**src/rtl/kcl_pkg.sv**
```systemverilog
// Package: shared types and codes for the keypad combination lock.
`default_nettype none

package kcl_pkg;

  // Input transaction
  typedef struct packed {
    logic       action;
    logic [3:0] key_code;
  } in_item_t;

  // Result transaction
  typedef struct packed {
    logic [3:0] event_res;
    logic       door_open;
    logic       locked_out;
    logic [7:0] time_left;
  } out_item_t;

  // Live configuration
  typedef struct packed {
    logic [3:0] max_fails;
    logic [7:0] lockout_ticks;
    logic [7:0] unlock_ticks;
  } cfg_t;

  // Configuration register indexes
  localparam logic [1:0] CFG_MAX_FAILS     = 2'd0;
  localparam logic [1:0] CFG_LOCKOUT_TICKS = 2'd1;
  localparam logic [1:0] CFG_UNLOCK_TICKS  = 2'd2;

  localparam logic [3:0] MAX_FAILS_RST     = 4'd3;
  localparam logic [7:0] LOCKOUT_TICKS_RST = 8'd10;
  localparam logic [7:0] UNLOCK_TICKS_RST  = 8'd4;

  // Actions
  localparam logic ACT_KEY  = 1'b0;
  localparam logic ACT_TICK = 1'b1;

  // Keys
  localparam logic [3:0] KEY_LAST_DIGIT = 4'd9;
  localparam logic [3:0] KEY_CLEAR      = 4'd10;
  localparam logic [3:0] KEY_ENTER      = 4'd11;

  // Entry that opens code change mode: 4, 4, 0 then enter
  localparam logic [3:0] CHG_DIGIT0 = 4'd4;
  localparam logic [3:0] CHG_DIGIT1 = 4'd4;
  localparam logic [3:0] CHG_DIGIT2 = 4'd0;
  localparam logic [3:0] CHG_LEN    = 4'd3;
  localparam logic [3:0] CODE_LEN   = 4'd4;

  // Events
  localparam logic [3:0] EV_NONE       = 4'd0;
  localparam logic [3:0] EV_ECHO       = 4'd1;
  localparam logic [3:0] EV_CLEARED    = 4'd2;
  localparam logic [3:0] EV_BAD_LEN    = 4'd3;
  localparam logic [3:0] EV_BAD_CODE   = 4'd4;
  localparam logic [3:0] EV_UNLOCKED   = 4'd5;
  localparam logic [3:0] EV_RELOCKED   = 4'd6;
  localparam logic [3:0] EV_LOCK_START = 4'd7;
  localparam logic [3:0] EV_LOCK_END   = 4'd8;
  localparam logic [3:0] EV_CHANGE     = 4'd9;
  localparam logic [3:0] EV_NEW_DIGIT  = 4'd10;
  localparam logic [3:0] EV_UPDATED    = 4'd11;
  localparam logic [3:0] EV_IGNORED    = 4'd12;

endpackage

`default_nettype wire

```
**src/rtl/kcl_cfg_regs.sv**
```systemverilog
// Configuration registers of the keypad combination lock.
`default_nettype none

module kcl_cfg_regs (
  input  wire logic         clk,
  input  wire logic         rst_n,
  input  wire logic         cfg_we,
  input  wire logic [1:0]   cfg_index,
  input  wire logic [7:0]   cfg_wdata,
  output kcl_pkg::cfg_t     cfg
);
  import kcl_pkg::*;

  cfg_t cfg_r;

  always_ff @(posedge clk) begin
    if (!rst_n) begin
      cfg_r.max_fails     <= MAX_FAILS_RST;
      cfg_r.lockout_ticks <= LOCKOUT_TICKS_RST;
      cfg_r.unlock_ticks  <= UNLOCK_TICKS_RST;
    end else if (cfg_we) begin
      unique case (cfg_index)
        CFG_MAX_FAILS:     cfg_r.max_fails     <= cfg_wdata[3:0];
        CFG_LOCKOUT_TICKS: cfg_r.lockout_ticks <= cfg_wdata;
        CFG_UNLOCK_TICKS:  cfg_r.unlock_ticks  <= cfg_wdata;
        default: ; // drop writes to unused indexes
      endcase
    end
  end

  assign cfg = cfg_r;

endmodule

`default_nettype wire

```
**src/rtl/kcl_core.sv**
```systemverilog
// Lock state machine: state registers and the per-transaction next-state logic.
`default_nettype none

module kcl_core #(
  parameter int ENTRY_LIMIT = 10
) (
  input  wire logic          clk,
  input  wire logic          rst_n,
  input  wire logic          go,
  input  kcl_pkg::in_item_t  item,
  input  kcl_pkg::cfg_t      cfg,
  output kcl_pkg::out_item_t result
);
  import kcl_pkg::*;

  localparam logic [3:0] ENTRY_MAX = 4'(ENTRY_LIMIT);

  typedef enum logic [1:0] {
    MODE_ENTRY,
    MODE_CHANGE,
    MODE_OPEN,
    MODE_LOCKOUT
  } mode_t;

  mode_t      mode_r, mode_nxt;
  logic [3:0] entry_digits_r [4];
  logic [3:0] entry_digits_nxt [4];
  logic [3:0] code_digits_r [4];
  logic [3:0] code_digits_nxt [4];
  logic [3:0] entry_count_r, entry_count_nxt;
  logic [3:0] fail_count_r, fail_count_nxt;
  logic [1:0] change_index_r, change_index_nxt;
  logic [7:0] timer_r, timer_nxt;
  logic [3:0] ev;
  logic [3:0] fail_inc;
  logic       code_match;
  logic       chg_entry;

  assign fail_inc   = fail_count_r + 4'd1;
  assign code_match = (entry_digits_r[0] == code_digits_r[0]) &&
                      (entry_digits_r[1] == code_digits_r[1]) &&
                      (entry_digits_r[2] == code_digits_r[2]) &&
                      (entry_digits_r[3] == code_digits_r[3]);
  assign chg_entry  = (entry_count_r == CHG_LEN) &&
                      (entry_digits_r[0] == CHG_DIGIT0) &&
                      (entry_digits_r[1] == CHG_DIGIT1) &&
                      (entry_digits_r[2] == CHG_DIGIT2);

  always_comb begin
    mode_nxt         = mode_r;
    entry_digits_nxt = entry_digits_r;
    code_digits_nxt  = code_digits_r;
    entry_count_nxt  = entry_count_r;
    fail_count_nxt   = fail_count_r;
    change_index_nxt = change_index_r;
    timer_nxt        = timer_r;
    ev               = EV_NONE;

    if (item.action == ACT_TICK) begin
      if (mode_r == MODE_OPEN || mode_r == MODE_LOCKOUT) begin
        if (timer_r > 8'd1) begin
          timer_nxt = timer_r - 8'd1;
        end else begin
          timer_nxt = 8'd0;
          mode_nxt  = MODE_ENTRY;
          ev        = (mode_r == MODE_OPEN) ? EV_RELOCKED : EV_LOCK_END;
        end
      end
    end else begin
      unique case (mode_r)
        MODE_ENTRY: begin
          if (item.key_code <= KEY_LAST_DIGIT) begin
            if (entry_count_r >= ENTRY_MAX) begin
              ev = EV_IGNORED;
            end else begin
              // only the first four digits are kept
              if (entry_count_r < CODE_LEN) begin
                entry_digits_nxt[entry_count_r[1:0]] = item.key_code;
              end
              entry_count_nxt = entry_count_r + 4'd1;
              ev = EV_ECHO;
            end
          end else if (item.key_code == KEY_CLEAR) begin
            entry_count_nxt = 4'd0;
            ev = EV_CLEARED;
          end else if (item.key_code == KEY_ENTER) begin
            entry_count_nxt = 4'd0;
            if (chg_entry) begin
              mode_nxt         = MODE_CHANGE;
              change_index_nxt = 2'd0;
              ev               = EV_CHANGE;
            end else if (entry_count_r == CODE_LEN) begin
              if (code_match) begin
                fail_count_nxt = 4'd0;
                mode_nxt       = MODE_OPEN;
                timer_nxt      = cfg.unlock_ticks;
                ev             = EV_UNLOCKED;
              end else if (fail_inc >= cfg.max_fails) begin
                fail_count_nxt = 4'd0;
                mode_nxt       = MODE_LOCKOUT;
                timer_nxt      = cfg.lockout_ticks;
                ev             = EV_LOCK_START;
              end else begin
                fail_count_nxt = fail_inc;
                ev             = EV_BAD_CODE;
              end
            end else begin
              ev = EV_BAD_LEN;
            end
          end else begin
            ev = EV_IGNORED;
          end
        end
        MODE_CHANGE: begin
          if (item.key_code > KEY_LAST_DIGIT) begin
            ev = EV_IGNORED;
          end else begin
            code_digits_nxt[change_index_r] = item.key_code;
            if (change_index_r == 2'd3) begin
              change_index_nxt = 2'd0;
              mode_nxt         = MODE_ENTRY;
              ev               = EV_UPDATED;
            end else begin
              change_index_nxt = change_index_r + 2'd1;
              ev               = EV_NEW_DIGIT;
            end
          end
        end
        default: ev = EV_IGNORED; // unlocked or locked out
      endcase
    end
  end

  always_comb begin
    result.event_res  = ev;
    result.door_open  = (mode_nxt == MODE_OPEN);
    result.locked_out = (mode_nxt == MODE_LOCKOUT);
    result.time_left  = (mode_nxt == MODE_OPEN || mode_nxt == MODE_LOCKOUT) ?
                        timer_nxt : 8'd0;
  end

  always_ff @(posedge clk) begin
    if (!rst_n) begin
      mode_r            <= MODE_ENTRY;
      entry_digits_r    <= '{4'd0, 4'd0, 4'd0, 4'd0};
      code_digits_r     <= '{4'd1, 4'd2, 4'd3, 4'd4};
      entry_count_r     <= 4'd0;
      fail_count_r      <= 4'd0;
      change_index_r    <= 2'd0;
      timer_r           <= 8'd0;
    end else if (go) begin
      mode_r            <= mode_nxt;
      entry_digits_r    <= entry_digits_nxt;
      code_digits_r     <= code_digits_nxt;
      entry_count_r     <= entry_count_nxt;
      fail_count_r      <= fail_count_nxt;
      change_index_r    <= change_index_nxt;
      timer_r           <= timer_nxt;
    end
  end

  a_entry_bound: assert property (@(posedge clk) disable iff (!rst_n)
    entry_count_r <= ENTRY_MAX)
    else $error("entry count past limit");

  a_lock_clears_fails: assert property (@(posedge clk) disable iff (!rst_n)
    go && ev == EV_LOCK_START |=> fail_count_r == 4'd0 && mode_r == MODE_LOCKOUT)
    else $error("lockout start did not clear failures");

  a_idle_tick_holds: assert property (@(posedge clk) disable iff (!rst_n)
    go && item.action == ACT_TICK && (mode_r == MODE_ENTRY || mode_r == MODE_CHANGE)
    |=> $stable(entry_count_r) && $stable(mode_r) && $stable(fail_count_r))
    else $error("tick changed state outside a timed interval");

endmodule

`default_nettype wire

```
**src/rtl/keypad_combination_lock_unit.sv**
```systemverilog
// Top level of the keypad combination lock: input register, lock core, result register.
// Two register stages: a transaction in the input register passes the lock core into the
// result register that drives out_valid, waiting while out_stall holds the result.
// Throughput: one transaction per cycle when out_stall is low; the result register frees
// the input side whenever the result is taken or the output is empty.
// Reset (rst_n low, synchronous): both channels empty, code 1-2-3-4, entry mode,
// counts and timer zero, max_fails 3, lockout_ticks 10, unlock_ticks 4.
`default_nettype none

module keypad_combination_lock_unit #(
  parameter int ENTRY_LIMIT = 10
) (
  input  wire logic           clk,
  input  wire logic           rst_n,
  input  wire logic           in_valid,
  output logic                in_stall,
  input  kcl_pkg::in_item_t   in_data,
  output logic                out_valid,
  input  wire logic           out_stall,
  output kcl_pkg::out_item_t  out_data,
  input  wire logic           cfg_we,
  input  wire logic [1:0]     cfg_index,
  input  wire logic [7:0]     cfg_wdata
);
  import kcl_pkg::*;

  logic      in_valid_r;
  in_item_t  in_item_r;
  logic      out_valid_r;
  out_item_t out_item_r;
  out_item_t result;
  cfg_t      cfg;
  logic      go;

  // advance the held transaction when the result register is free
  assign go       = in_valid_r && (!out_valid_r || !out_stall);
  assign in_stall = in_valid_r && !go;

  kcl_cfg_regs u_cfg (
    .clk       (clk),
    .rst_n     (rst_n),
    .cfg_we    (cfg_we),
    .cfg_index (cfg_index),
    .cfg_wdata (cfg_wdata),
    .cfg       (cfg)
  );

  kcl_core #(
    .ENTRY_LIMIT (ENTRY_LIMIT)
  ) u_core (
    .clk    (clk),
    .rst_n  (rst_n),
    .go     (go),
    .item   (in_item_r),
    .cfg    (cfg),
    .result (result)
  );

  always_ff @(posedge clk) begin
    if (!rst_n) begin
      in_valid_r  <= 1'b0;
      out_valid_r <= 1'b0;
    end else begin
      if (!in_stall) begin
        in_valid_r <= in_valid;
      end
      if (go) begin
        out_valid_r <= 1'b1;
      end else if (!out_stall) begin
        out_valid_r <= 1'b0;
      end
    end
  end

  always_ff @(posedge clk) begin
    if (!in_stall && in_valid) begin
      in_item_r <= in_data;
    end
    if (go) begin
      out_item_r <= result;
    end
  end

  assign out_valid = out_valid_r;
  assign out_data  = out_item_r;

  a_go_fills_out: assert property (@(posedge clk) disable iff (!rst_n)
    go |=> out_valid_r)
    else $error("processed transaction did not reach result register");

  a_no_overwrite: assert property (@(posedge clk) disable iff (!rst_n)
    out_valid_r && out_stall |-> !go)
    else $error("result overwritten while stalled");

  a_held_item_stable: assert property (@(posedge clk) disable iff (!rst_n)
    in_valid_r && !go |=> in_valid_r && $stable(in_item_r))
    else $error("held input transaction changed while waiting");

endmodule

`default_nettype wire
```
**config.mk**
```make
export PLATFORM = sky130hd
export DESIGN_NAME = keypad_combination_lock_unit
export DESIGN_NICKNAME = d
export VERILOG_FILES = /design/src/rtl/kcl_pkg.sv /design/src/rtl/kcl_cfg_regs.sv /design/src/rtl/kcl_core.sv /design/src/rtl/keypad_combination_lock_unit.sv
export SDC_FILE = /design/constraint.sdc
export NUM_CORES = 1
export LEC_CHECK = 0
export CORE_MARGIN = 2
export CORE_UTILIZATION = 51
export DETAILED_ROUTE_END_ITERATION = 8
export DONT_BUFFER_PORTS = 1
export PLACE_DENSITY = 0.78
export SLEW_MARGIN = 10
export SYNTH_ARGS = -nofsm -noshare
export SYNTH_HDL_FRONTEND = slang
export SYNTH_HIERARCHICAL = 1
export SYNTH_SLANG_ARGS = --single-unit
```
**constraint.sdc**
```tcl
create_clock -name clk -period 3.3 [get_ports clk]
set_clock_uncertainty 0.2 [all_clocks]
set_input_delay 0.165 -clock clk [delete_from_list [all_inputs] [get_ports clk]]
set_output_delay 0.165 -clock clk [all_outputs]
set_load 0.01 [all_outputs]
```
==> results.txt <==
----------------------------------------------------
[Logic synthesis]
  Main flop type after synthesis ... sky130_fd_sc_hd__dfxtp_1
  Synth async-reset ratio ... 0%
  Seq/Total Area, Yosys ... 41.4%
  Gate count of the mapped netlist ... 553
  Count of flip-flops with a built-in enable after synthesis ... 19
  Cell area after synthesis ... 4960 um2
  Yosys synthesis warning count ... 6
  Distinct cell type count of the synthesized netlist ... 73
  Number of synthesized register bits ... 93
  Syn_nets ... 588
  Avg Cell Area, Syn ... 8.97 um2

[Timing]
  Unrepaired setup endpoints after global routing ... no
  Headroom to the max-slew limit ... 24.3%
  Ratio of final minimum period to clock period ... 90.4%
  Final Max Tran Viols ... 0
  Final setup fails ... 0
  Aggregate negative setup slack ... 0 ns
  Post-route minimum period ... 2.98 ns
  Final hold violation count ... 0
  Least-Margin Pin Slew ... 1.13 ns
  Maximum clock frequency ... 335 MHz

[Worst setup path]
  Largest stage delay, worst path ... 0.36 ns
  Cell seen most often among critical-path stages ... sky130_fd_sc_hd__ha_1
  Critical path cell sequence ... ha_1, ha_1, a2111oi_1, buf_4, or2_2, a21oi_1, o32a_1, a221oi_1
  Maximum fanout encountered on the critical timing path ... 11
  Data required time of the worst path ... 3.35 ns
  Cell at the slowest stage of the critical path ... sky130_fd_sc_hd__dfxtp_1
  Critical Path Source Type ... flip-flop
  Worst Setup End Kind ... flip-flop
  Worst path arrival time ... 3.03 ns
  Type of the setup path with the least slack ... reg -> reg

[Clock tree]
  Clock edge transition at the registers on the reported setup and hold paths ... 0.09 ns
  Insertion delay to the later sink of the worst-skew pair ... 0.37 ns
  Deepest clock path buffer count ... 2
  Clock sink count ... 93
  Clock tree from TritonCTS ... built
  Number of buffers created by CTS ... 9
  Root Buffer Master ... sky130_fd_sc_hd__clkbuf_8
  Depth of the CTS H-tree ... 3

[Power]
  P per Cell Area ... 411 nW/um2
  Leakage ... 2.08 nW
  Worst supply voltage drop on vdd ... 0.248 mV

[Detailed routing]
  Routed via count ... 4202
  DR iter-0 viols ... 459
  DRC violations left ... 0
  DR vias/cell ... 5.99
  Post-detailed-route count of antenna-violating nets ... 0
  Routed length per instance ... 17.2 um
  Router iterations before antenna repair ... 5
  Total wirelength of the detailed-routed design ... 12.1 mm

[Place]
  HPWL after detailed placement ... 7.96 mm
  Number of I/O port buffers ... 0
  Cells after DPL ... 660
  Routability congestion estimate from global placement ... 0.866

[Floorplanning]
  IO Pins ... 36
  Starting utilization of the core area ... 53.2%
  Die area ... 10500 um2
  Number of placement rows ... 35
  Placeable core region ... 9330 um2
  Width of the chip ... 103 um
  Die extent in y ... 103 um

[Global routing]
  Overflow left after global routing ... 0
  GRT Overall Usage ... 24.1%
  Number of antenna violations at the first check in global routing ... 0
  Global-route wire length before repair ... 19.8 mm
  Via count of the first global-routing pass ... 3929
  Maximum number of pins on one net before global-route repair ... 45

[Layout]
  Final Instance Count excl. Fillers ... 701
  Area growth from synthesis to layout ... 10.9%
  Antenna Diode Count ... 0
  Fill cells ... 805
  Fraction of layout cells with a size suffix above 1 ... 8.74%
  Number of nets in the layout ... 602

[Hold path]
  Classification of the worst-slack hold path ... in -> reg

[Job]
  Maxcap violations ... 0

[Run status]
  Status ... complete, no violations

----------------------------------------------------
## cell families after synthesis
logic type	synth area share, %
fa+ha+maj	3.78
buf+inv	5.70
mux	5.80
compound gates	17.7
flops	41.4
simple gates	22.1
xor+xnor	3.53
## cells in the mapped netlist, types with 10 or more instances
master,count,area share (%)
sky130_fd_sc_hd__nand3_1,41,4.1
sky130_fd_sc_hd__a21oi_1,44,4.4
sky130_fd_sc_hd__mux2i_1,22,4.4
sky130_fd_sc_hd__nor2_1,23,1.7
sky130_fd_sc_hd__edfxtp_1,19,12
sky130_fd_sc_hd__ha_1,15,3.8
sky130_fd_sc_hd__nand2_1,77,5.8
sky130_fd_sc_hd__o21ai_0,23,2.3
sky130_fd_sc_hd__inv_1,19,1.4
sky130_fd_sc_hd__clkbuf_1,21,1.6
sky130_fd_sc_hd__xor2_1,18,3.2
sky130_fd_sc_hd__nor3_1,10,1.0
sky130_fd_sc_hd__dfxtp_1,74,30
## state kept, by name, summed over array words and instances (netlist names), 4 cells and up
register and cells:
u_cfg/cfg 20, u_core/code_digits_r 16, u_core/entry_digits_r 16, out_data 14, u_core/timer_r 8, in_item_r 5, u_core/entry_count_r 4, u_core/fail_count_r 4
## layout make-up
class,count,area (um2),share of cell area [%]
timing repair buffer,37,350,6.37
multi-input combinational,407,2630,47.9
clock buffer,11,151,2.75
sequential,93,2050,37.3
clock inverter,5,80.1,1.46
inverter,19,71.3,1.30
tap,129,161,2.94
## critical path, delay by kind of cell, from the launching register on
kind	cells	cell delay [ns]
compound gates	4	1.18
buf+inv	1	0.23
simple gates	1	0.28
fa+ha+maj	2	0.61
flops	1	0.36
## routing by layer
| metal | wire [um] | up-vias | GRT usage, % |
|---|---|---|---|
| li1 | - | 2025 | - |
| met1 | 5620 | 2010 | 33.6 |
| met2 | 5560 | 152 | 38.0 |
| met3 | 768 | 15 | 5.22 |
| met4 | 134 | 0 | 6.77 |
| met5 | 0 | - | 0 |
## cell usage in the layout, fill, tap and decap left out, types with 3 or more instances in the layout
cell | synthesis | final
sky130_fd_sc_hd__clkbuf_8 | 5 | 11
sky130_fd_sc_hd__nand2_1 | 77 | 77
sky130_fd_sc_hd__xor2_1 | 18 | 18
sky130_fd_sc_hd__or3_1 | 5 | 5
sky130_fd_sc_hd__nor2_1 | 23 | 22
sky130_fd_sc_hd__nor4_1 | 6 | 6
sky130_fd_sc_hd__mux2i_1 | 22 | 22
sky130_fd_sc_hd__buf_4 | 0 | 12
sky130_fd_sc_hd__nand4_1 | 4 | 4
sky130_fd_sc_hd__o211a_1 | 3 | 3
sky130_fd_sc_hd__o21ai_0 | 23 | 23
sky130_fd_sc_hd__nor2b_1 | 9 | 9
sky130_fd_sc_hd__ha_1 | 15 | 15
sky130_fd_sc_hd__dfxtp_1 | 74 | 74
sky130_fd_sc_hd__nand3_1 | 41 | 41
sky130_fd_sc_hd__o21bai_1 | 4 | 4
sky130_fd_sc_hd__a31oi_1 | 6 | 6
sky130_fd_sc_hd__nand2b_1 | 3 | 3
sky130_fd_sc_hd__a21oi_1 | 44 | 44
sky130_fd_sc_hd__inv_1 | 19 | 18
sky130_fd_sc_hd__nor3b_1 | 6 | 6
sky130_fd_sc_hd__edfxtp_1 | 19 | 19
sky130_fd_sc_hd__mux2_2 | 6 | 6
sky130_fd_sc_hd__and3b_1 | 3 | 3
sky130_fd_sc_hd__nor3_1 | 10 | 10
sky130_fd_sc_hd__o31ai_1 | 3 | 3
sky130_fd_sc_hd__nand3b_1 | 4 | 4
sky130_fd_sc_hd__dlygate4sd3_1 | 0 | 24
sky130_fd_sc_hd__a211oi_1 | 6 | 6
sky130_fd_sc_hd__o21a_1 | 6 | 6
sky130_fd_sc_hd__o211ai_1 | 6 | 6
## where the power goes
part,switching (W),internal (W),total [W]
clock network,0.000410,0.000470,0.000880
registers,0.0000224,0.00118,0.00121
logic,0.000106,0.0000670,0.000173
## stage by stage
| step | utilization (%) | total power [W] | setup slack [ns] | hold WS, ns | area [um2] |
|---|---|---|---|---|---|
| CTS | 58.8 | 0.00226 | 0.231 | 0.0000565 | 5490 |
| global placement | 53.7 | 0.00136 | 0.393 | 0.0459 | 5000 |
| detailed placement | 53.7 | 0.00137 | 0.246 | 0.0515 | 5000 |
| global route | 59.0 | 0.00234 | 0.163 | 0.00173 | 5500 |
| finish | 59.0 | 0.00226 | 0.318 | 0.00854 | 5500 |
| floorplan | - | 0.00134 | 0.255 | 0.0639 | 4960 |
## timing repair
action | in CTS | in global routing
hold buffers | 24 | 1
gates resized for setup | 0 | 1
setup endpoints to repair | 0 | 2
endpoints found under the hold margin | 46 | 1
buffers inserted | 0 | 0
## worst paths after layout
check	startpoint	endpoint	slack [ns]	cells past startpoint
setup / recovery	u_core/fail_count_r[0]$_SDFFE_PN0P_	u_core/timer_r[3]$_SDFFE_PN0P_	0.32	8
hold / removal	cfg_wdata[0]	u_cfg/cfg[16]$_SDFFE_PN1P_	0.009	2
setup reg to reg	u_core/fail_count_r[0]$_SDFFE_PN0P_	u_core/timer_r[3]$_SDFFE_PN0P_	0.32	8
hold reg to reg	u_cfg/cfg[19]$_SDFFE_PN0P_	u_cfg/cfg[19]$_SDFFE_PN0P_	0.27	2
(Power assumes the default switching activity.)
